$ cat src/rtl/vsio_pkg.sv
// shared types and codes for the voice/staff interval overlap core
`default_nettype none

package vsio_pkg;

  localparam int unsigned TickW  = 31;
  localparam int unsigned VoiceW = 4;
  localparam int unsigned StaffW = 3;
  localparam int unsigned CmdW   = 2;

  // command codes
  typedef enum logic [CmdW-1:0] {
    CMD_ADD   = 2'd0,
    CMD_CLEAR = 2'd1,
    CMD_QUERY = 2'd2,
    CMD_NOP   = 2'd3
  } cmd_e;

  // result status codes
  typedef enum logic [1:0] {
    ST_DONE    = 2'd0,
    ST_IGNORED = 2'd1,
    ST_FULL    = 2'd2,
    ST_RSVD    = 2'd3
  } status_e;

  // note probe travelling down the cell chain
  typedef struct packed {
    logic              valid;
    logic              stored;
    logic              hit;
    logic [TickW-1:0]  start_tick;
    logic [TickW-1:0]  end_tick;
    logic [VoiceW-1:0] voice;
    logic [StaffW-1:0] staff;
  } probe_t;

endpackage

`default_nettype wire

$ cat src/rtl/vsio_cell.sv
// one table slot: holds a note, checks a passing probe, takes it if empty
`default_nettype none

module vsio_cell import vsio_pkg::*; (
  input  wire logic   clk_i,
  input  wire logic   rst_ni,
  input  wire logic   clear_i,
  input  wire probe_t probe_i,
  output probe_t      probe_o
);

  logic                      vld_q, vld_d;
  logic [TickW-1:0]          start_q, end_q;
  logic [VoiceW-1:0]         voice_q;
  logic [StaffW-1:0]         staff_q;
  logic                      take;
  logic                      match;
  probe_t                    probe_d;
  logic                      pvld_q;
  logic [$bits(probe_t)-2:0] pay_q;

  // overlap of half-open intervals, same voice, different staff
  assign match = (voice_q == probe_i.voice) && (staff_q != probe_i.staff) &&
                 (start_q < probe_i.end_tick) && (probe_i.start_tick < end_q);

  assign take = probe_i.valid && !probe_i.stored && !vld_q;

  // next probe and slot valid
  always_comb begin
    probe_d = probe_i;
    vld_d   = vld_q;
    if (take) begin
      probe_d.stored = 1'b1;
      vld_d          = 1'b1;
    end else if (probe_i.valid && !probe_i.stored && vld_q && match) begin
      probe_d.hit = 1'b1;
    end
    if (clear_i) begin
      vld_d = 1'b0;
    end
  end

  // control registers
  always_ff @(posedge clk_i or negedge rst_ni) begin
    if (!rst_ni) begin
      vld_q  <= 1'b0;
      pvld_q <= 1'b0;
    end else begin
      vld_q  <= vld_d;
      pvld_q <= probe_d.valid;
    end
  end

  // payload registers
  always_ff @(posedge clk_i) begin
    pay_q <= probe_d[$bits(probe_t)-2:0];
    if (take) begin
      start_q <= probe_i.start_tick;
      end_q   <= probe_i.end_tick;
      voice_q <= probe_i.voice;
      staff_q <= probe_i.staff;
    end
  end

  assign probe_o = {pvld_q, pay_q};

endmodule

`default_nettype wire

$ cat config.mk
export PLATFORM = sky130hd
export DESIGN_NAME = vsio_cell
export DESIGN_NICKNAME = d
export VERILOG_FILES = /design/src/rtl/vsio_pkg.sv /design/src/rtl/vsio_cell.sv
export SDC_FILE = /design/constraint.sdc
export NUM_CORES = 1
export LEC_CHECK = 0
export ABC_AREA = 1
export ABC_CLOCK_PERIOD_IN_PS = 4200
export BUFFER_PORTS_ARGS = -buffer_cell sky130_fd_sc_hd__buf_2
export CORE_UTILIZATION = 47
export DETAILED_ROUTE_END_ITERATION = 16
export PLACE_DENSITY = 0.73
export SKIP_CTS_REPAIR_TIMING = 1
export SLEW_MARGIN = 40
export SYNTH_ARGS = -nofsm -noshare
export SYNTH_HDL_FRONTEND = slang
export SYNTH_SLANG_ARGS = --single-unit
$ cat constraint.sdc
create_clock -name clk_i -period 4.2 [get_ports clk_i]
set_clock_uncertainty 0.2 [all_clocks]
set_input_delay 0.21 -clock clk_i [delete_from_list [all_inputs] [get_ports clk_i]]
set_output_delay 0.21 -clock clk_i [all_outputs]
set_load 0.01 [all_outputs]
==> impl_metrics.env, run 1 <==
export IMPL_ys_seq_area_frac=0.671
export IMPL_synthArstFlopShare=0.0141
export IMPL_grt_busiest_layer="met2"
export IMPL_cts_clk_slew_worst_paths_ns=0.06
export IMPL_ant_nets=0
export IMPL_coreArea_mm2=0.0109
export IMPL_yosysTopAreaCellShare=0.392
export IMPL_die_area_mm2=0.0117
export IMPL_p_per_area_mw_per_mm2=438
export IMPL_core_rowCount=38
export IMPL_pin_count=147
export IMPL_antenna_found_initial=0
export IMPL_drc=0
export IMPL_worstPathRequired_ns=4.16
export IMPL_clock_path_buffers=2
export IMPL_cts_inserted_buffers=17
export IMPL_grt_max_degree=71
export IMPL_dpl_instance_area_mm2=0.00620
export IMPL_n_antenna_cell=0
export IMPL_p_leak_nw=3.67
export IMPL_startpoint_type="input pin"
export IMPL_grt_use_met3=0.0669
export IMPL_final_area_mm2=0.00756
export IMPL_synth_edf_count=69
export IMPL_gp_congestion=0.783
export IMPL_cts_num_sinks=142
export IMPL_htree_levels=4
export IMPL_fin_crit_sh=0.423
export IMPL_portBuffers=146
export IMPL_synth_most_common_cell="inv_1"
export IMPL_wl_per_cell_um=14.1
export IMPL_status="finished clean"
export IMPL_ys_flop_type="dfxtp_1"
export IMPL_clock_latency_ns=0.53
export IMPL_criticalPathCategory="in2reg"
export IMPL_ys_ff_latch=142
export IMPL_use_met1=0.219
export IMPL_crit_family="buffers and inverters"
export IMPL_crit_chain="dlygate4sd3_1, buf_2, nor2_2, inv_2, nor2_4, buf_6"
export IMPL_routed_wl_mm=11.6
export IMPL_worstHoldPathType="in2reg"
export IMPL_cap_violations=0
export IMPL_crit_fanout=70
export IMPL_finalHoldViolCount=0
export IMPL_drt_iter0_drc=149
export IMPL_peakVddDrop_mv=0.293
export IMPL_vias=3874
export IMPL_fin_total_pwr_mw=3.31
export IMPL_r2r_start="end_q[14]"
export IMPL_slew_headroom=0.553
export IMPL_area_growth_pct=43.0
export IMPL_yosys_area_top_type="edfxtp_1"
export IMPL_final_setup_viol_count=0
export IMPL_hpwl_mm=7.29
export IMPL_globalRouteTotalUtil=0.183
export IMPL_cts_tree="done"
export IMPL_cpPeakStageDelay_ns=0.53
export IMPL_root_buffer="clkbuf_8"
export IMPL_arrival_ns=1.73
export IMPL_yosys_warnings=0
export IMPL_period_minus_slack_ns=1.77
export IMPL_grt_pass1_wl_mm=15.8
export IMPL_use_met2=0.293
export IMPL_synth_distinct_cells=22
export IMPL_drtPass1Iterations=6
export IMPL_hold_start="probe_i[32]"
export IMPL_cp_slowest_cell="dlygate4sd3_1"
export IMPL_syn_area_mm2=0.00528
export IMPL_syn_area_per_cell_um2=12.2
export IMPL_syn_inst=433
export IMPL_max_freq_mhz=563
export IMPL_cp_num_buf_inv=4
export IMPL_finalNetCount=809
export IMPL_yosys_top_cells_area="edfxtp_1, dfxtp_1, ha_1, inv_1, nand2_1"
export IMPL_rsz0062_at_grt="false"
export IMPL_drive_gt1_frac=0.265
export IMPL_die_x_um=108
export IMPL_timing_setup_tns_ns=0
export IMPL_n_fill_cell=776
export IMPL_grt_pass1_vias=3460
export IMPL_die_y_um=108
export IMPL_viasPerCell=4.69
export IMPL_cp_end_kind="flip-flop"
export IMPL_grt_overflow=0
export IMPL_max_slew_worst_pin_slew_ns=0.671
export IMPL_slew_violations=0
export IMPL_synth_top_cells_by_count="inv_1, dfxtp_1, edfxtp_1"
export IMPL_setup_worst_path_start="probe_i[70]"
export IMPL_syn_nets=568
export IMPL_initial_core_util=0.485
## cell usage in the layout (no fill, tap or decap)
| cell type | instances |
|---|---|
| nor3_2 | 1 |
| xnor2_1 | 4 |
| clkbuf_8 | 7 |
| nand3b_1 | 1 |
| a21o_1 | 2 |
| dfrtp_1 | 2 |
| dlygate4sd3_1 | 76 |
| dfxtp_1 | 71 |
| or2_1 | 1 |
| nor2_4 | 1 |
| buf_6 | 1 |
| inv_2 | 3 |
| clkinv_2 | 1 |
| edfxtp_1 | 69 |
| buf_2 | 146 |
| nand4_1 | 5 |
| nor3_1 | 2 |
| o21ai_0 | 4 |
| ha_1 | 60 |
| nor2_1 | 18 |
| inv_1 | 82 |
| inv_4 | 1 |
| nand3_1 | 9 |
| o21ai_1 | 4 |
| xor2_1 | 1 |
| clkbuf_1 | 3 |
| nor2_2 | 2 |
| a21oi_1 | 26 |
| clkbuf_16 | 19 |
| nand2_1 | 64 |
## cell families after synthesis
logic type	count (synthesis)	share of synthesized area
simple gates	104	0.0822
fa+ha+maj	60	0.142
compound gates	36	0.0350
buf+inv	86	0.0618
flops	142	0.671
xor+xnor	5	0.00829
## through the flow
step | std cells | util | hold WS, ns | setup slack, ns
3_3_place_gp | 719 | 0.569 | -0.202 | 2.34
3_5_place_dp | 719 | 0.569 | -0.196 | 2.30
2_1_floorplan | 433 | - | -0.286 | 0.205
5_1_grt | 826 | 0.694 | 0.142 | 2.22
6_report | 826 | 0.694 | 0.145 | 2.43
4_1_cts | 750 | 0.624 | -0.763 | 2.35
## worst paths after layout
| kind | depth (start not counted) | slack (ns) | to |
|---|---|---|---|
| max in group asynchronous | 3 | 3.26 | vld_q |
| min in group asynchronous | 3 | 0.41 | pvld_q |
| setup / recovery | 6 | 2.43 | end_q[7] |
| setup reg to reg | 13 | 2.44 | pay_q[69] |
| hold reg to reg | 7 | 0.58 | pay_q[69] |
| hold / removal | 2 | 0.15 | pay_q[32] |
## power by group
part	internal (mW)	switching [mW]	leakage [nW]
logic	0.152	0.166	2.10
registers	1.53	0.0181	1.27
clock network	0.925	0.526	0.296
total	2.60	0.710	3.67
## metal layers
layer,wire (um),part of all wire
met4,245,0.021
met5,0,0
met2,6090,0.52
met3,517,0.045
met1,4760,0.41
## layout make-up
class,count,area [um^2],area share
tap,140,175,0.0232
sequential,142,3540,0.469
inverter,85,319,0.0422
multi-input combinational,205,1420,0.188
clock buffer,29,583,0.0772
timing repair buffer,223,1500,0.199
clock inverter,2,11.3,0.00149
## flip-flops by register name (all words and copies together), names as in the netlist
register / cells
staff_q: 3
start_q: 31
voice_q: 4
end_q: 31
pay_q: 71
pvld_q: 1
vld_q: 1
No activity file was read; power rests on OpenSTA's default activity.
==> inputs of run 2 (changes only) <==
--- a/config.mk
+++ b/config.mk
@@ -6,7 +6,7 @@
 export NUM_CORES = 1
 export LEC_CHECK = 0
 export ABC_AREA = 1
-export ABC_CLOCK_PERIOD_IN_PS = 4200
+export ABC_CLOCK_PERIOD_IN_PS = 1600
 export BUFFER_PORTS_ARGS = -buffer_cell sky130_fd_sc_hd__buf_2
 export CORE_UTILIZATION = 47
 export DETAILED_ROUTE_END_ITERATION = 16
==> constraint.sdc (replaced) <==
create_clock -name clk_i -period 1.6 [get_ports clk_i]
set_clock_uncertainty 0.2 [all_clocks]
set_input_delay 0.08 -clock clk_i [delete_from_list [all_inputs] [get_ports clk_i]]
set_output_delay 0.08 -clock clk_i [all_outputs]
set_load 0.01 [all_outputs]
==> run 2 against run 1 <==
- via count is 2.1% lower
- die area is the same
- register-to-register slack lost 2.7 ns
- largest cell class unchanged
- the flow now finishes with violations (negative setup slack)
==> impl_metrics.env, run 2 (synthesis gave the netlist of run 1 again) <==
export IMPL_cts_inserted_buffers=17
export IMPL_layout_commonest_cell="buf_2"
export IMPL_globalRouteTotalUtil=0.178
export IMPL_drc=0
export IMPL_slew_headroom=0.807
export IMPL_drtPass1Iterations=4
export IMPL_n_fill_cell=758
export IMPL_cts_num_sinks=142
export IMPL_layout_setup_ws_ns=-0.256
export IMPL_n_antenna_cell=0
export IMPL_mostFrequentLayoutCells="buf_2, inv_1, dlygate4sd3_1"
export IMPL_finalNetCount=810
export IMPL_worstPathRequired_ns=1.82
export IMPL_worstHoldPathType="in2reg"
export IMPL_criticalPathCategory="reg2reg"
export IMPL_hpwl_mm=7.19
export IMPL_clock_path_buffers=2
export IMPL_core_rowCount=38
export IMPL_grt_pass1_wl_mm=15.4
export IMPL_root_buffer="clkbuf_8"
export IMPL_pin_count=147
export IMPL_arrival_ns=2.08
export IMPL_cp_end_kind="flip-flop"
export IMPL_top_regs="pay_q (71), end_q (31), start_q (31)"
export IMPL_die_x_um=108
export IMPL_status="finished with violations"
export IMPL_max_freq_mhz=539
export IMPL_period_minus_slack_ns=1.86
export IMPL_dpl_instance_area_mm2=0.00623
export IMPL_initial_core_util=0.485
export IMPL_drive_gt1_frac=0.279
export IMPL_multi_input_area_mm2=0.00147
export IMPL_vias=3794
export IMPL_area_growth_pct=46.0
export IMPL_wl_per_cell_um=14.3
export IMPL_fin_total_pwr_mw=9.29
export IMPL_routed_wl_mm=11.8
export IMPL_rsz0062_at_grt="true"
export IMPL_drt_iter0_drc=131
export IMPL_failed_checks="negative setup slack"
export IMPL_ant_nets=0
export IMPL_p_per_area_mw_per_mm2=1200
export IMPL_grt_overflow=0
export IMPL_p_leak_nw=3.71
export IMPL_finalHoldViolCount=0
export IMPL_htree_levels=4
export IMPL_portBuffers=146
export IMPL_slew_violations=0
export IMPL_crit_fanout=3
export IMPL_final_util=0.708
export IMPL_coreArea_mm2=0.0109
export IMPL_fin_hold_ws_ns=0.0218
export IMPL_max_slew_worst_pin_slew_ns=0.287
export IMPL_cts_clk_slew_worst_paths_ns=0.06
export IMPL_cts_tree="done"
export IMPL_top_register="pay_q"
export IMPL_final_area_mm2=0.00771
export IMPL_cap_violations=0
export IMPL_die_area_mm2=0.0117
export IMPL_gp_congestion=0.755
export IMPL_startpoint_type="flip-flop"
export IMPL_clock_latency_ns=0.52
export IMPL_fin_crit_sh=1.16
export IMPL_grt_pass1_vias=3357
export IMPL_viasPerCell=4.58
export IMPL_peakVddDrop_mv=1.02
export IMPL_antenna_found_initial=0
export IMPL_die_y_um=108
export IMPL_grt_max_degree=40
export IMPL_regArea_mm2=0.00354
export IMPL_largest_reg_flops=71
export IMPL_final_setup_viol_count=1
run 2: changes by cell type in the layout (fill, tap and decap cells not counted), sizes merged:
cell / delta
clkbuf: -5
bufinv: +4
buf: +1
clkinv: +1
clkinvlp: +1
run 2: path summary, 6_finish.rpt:
| kind | startpoint | to | slack (ns) | cells after the start |
|---|---|---|---|---|
| worst max-delay path | start_q[14] | pay_q[69] | -0.26 | 10 |
| worst min-delay path | probe_i[26] | pay_q[26] | 0.02 | 2 |
| worst max register to register | start_q[14] | pay_q[69] | -0.26 | 10 |
| worst min register to register | voice_q[1] | pay_q[69] | 0.60 | 7 |
| max in group asynchronous | rst_ni | vld_q | 0.80 | 3 |
| min in group asynchronous | rst_ni | pvld_q | 0.26 | 3 |
run 2: per-stage QoR:
| stage | std cells | TNS [ns] | worst slack (ns) |
|---|---|---|---|
| 2_1_floorplan | 433 | -30.09 | -0.432 |
| 3_3_place_gp | 720 | -0.158 | -0.158 |
| 3_5_place_dp | 720 | -0.190 | -0.190 |
| 4_1_cts | 752 | -0.195 | -0.195 |
| 5_1_grt | 828 | -0.364 | -0.364 |
| 6_report | 828 | -0.256 | -0.256 |
run 2: where the power goes:
part / switching (mW) / internal [mW]
Sequential: 0.0486 / 4.00
Clock: 1.45 / 2.94
Combinational: 0.437 / 0.414
Total: 1.94 / 7.35
run 2: layout make-up:
cell class / instances / area share
clock buffer: 24 / 0.0693
inverter: 85 / 0.0414
multi-input combinational: 205 / 0.190
clock inverter: 8 / 0.0187
tap: 140 / 0.0227
timing repair buffer: 224 / 0.199
sequential: 142 / 0.459
run 2: layer usage:
metal  wire length, um  global-route usage  vias to the layer above
met4               180              0.0851                        0
met2              6200               0.286                      111
met3               489              0.0494                       16
met1              4940               0.223                     1760
li1                  -                   -                     1907
met5                 0                   0                        -
run 2: critical path: stages (launching register included):
cell      delay, ns
edfxtp_1       0.42
ha_4           0.30
nand4_1        0.18
a21oi_1        0.20
nor2_1         0.09
nand2_1        0.09
nand2_1        0.05
nand2_1        0.06
nand2_1        0.05
nand3_1        0.07
nand2_1        0.04
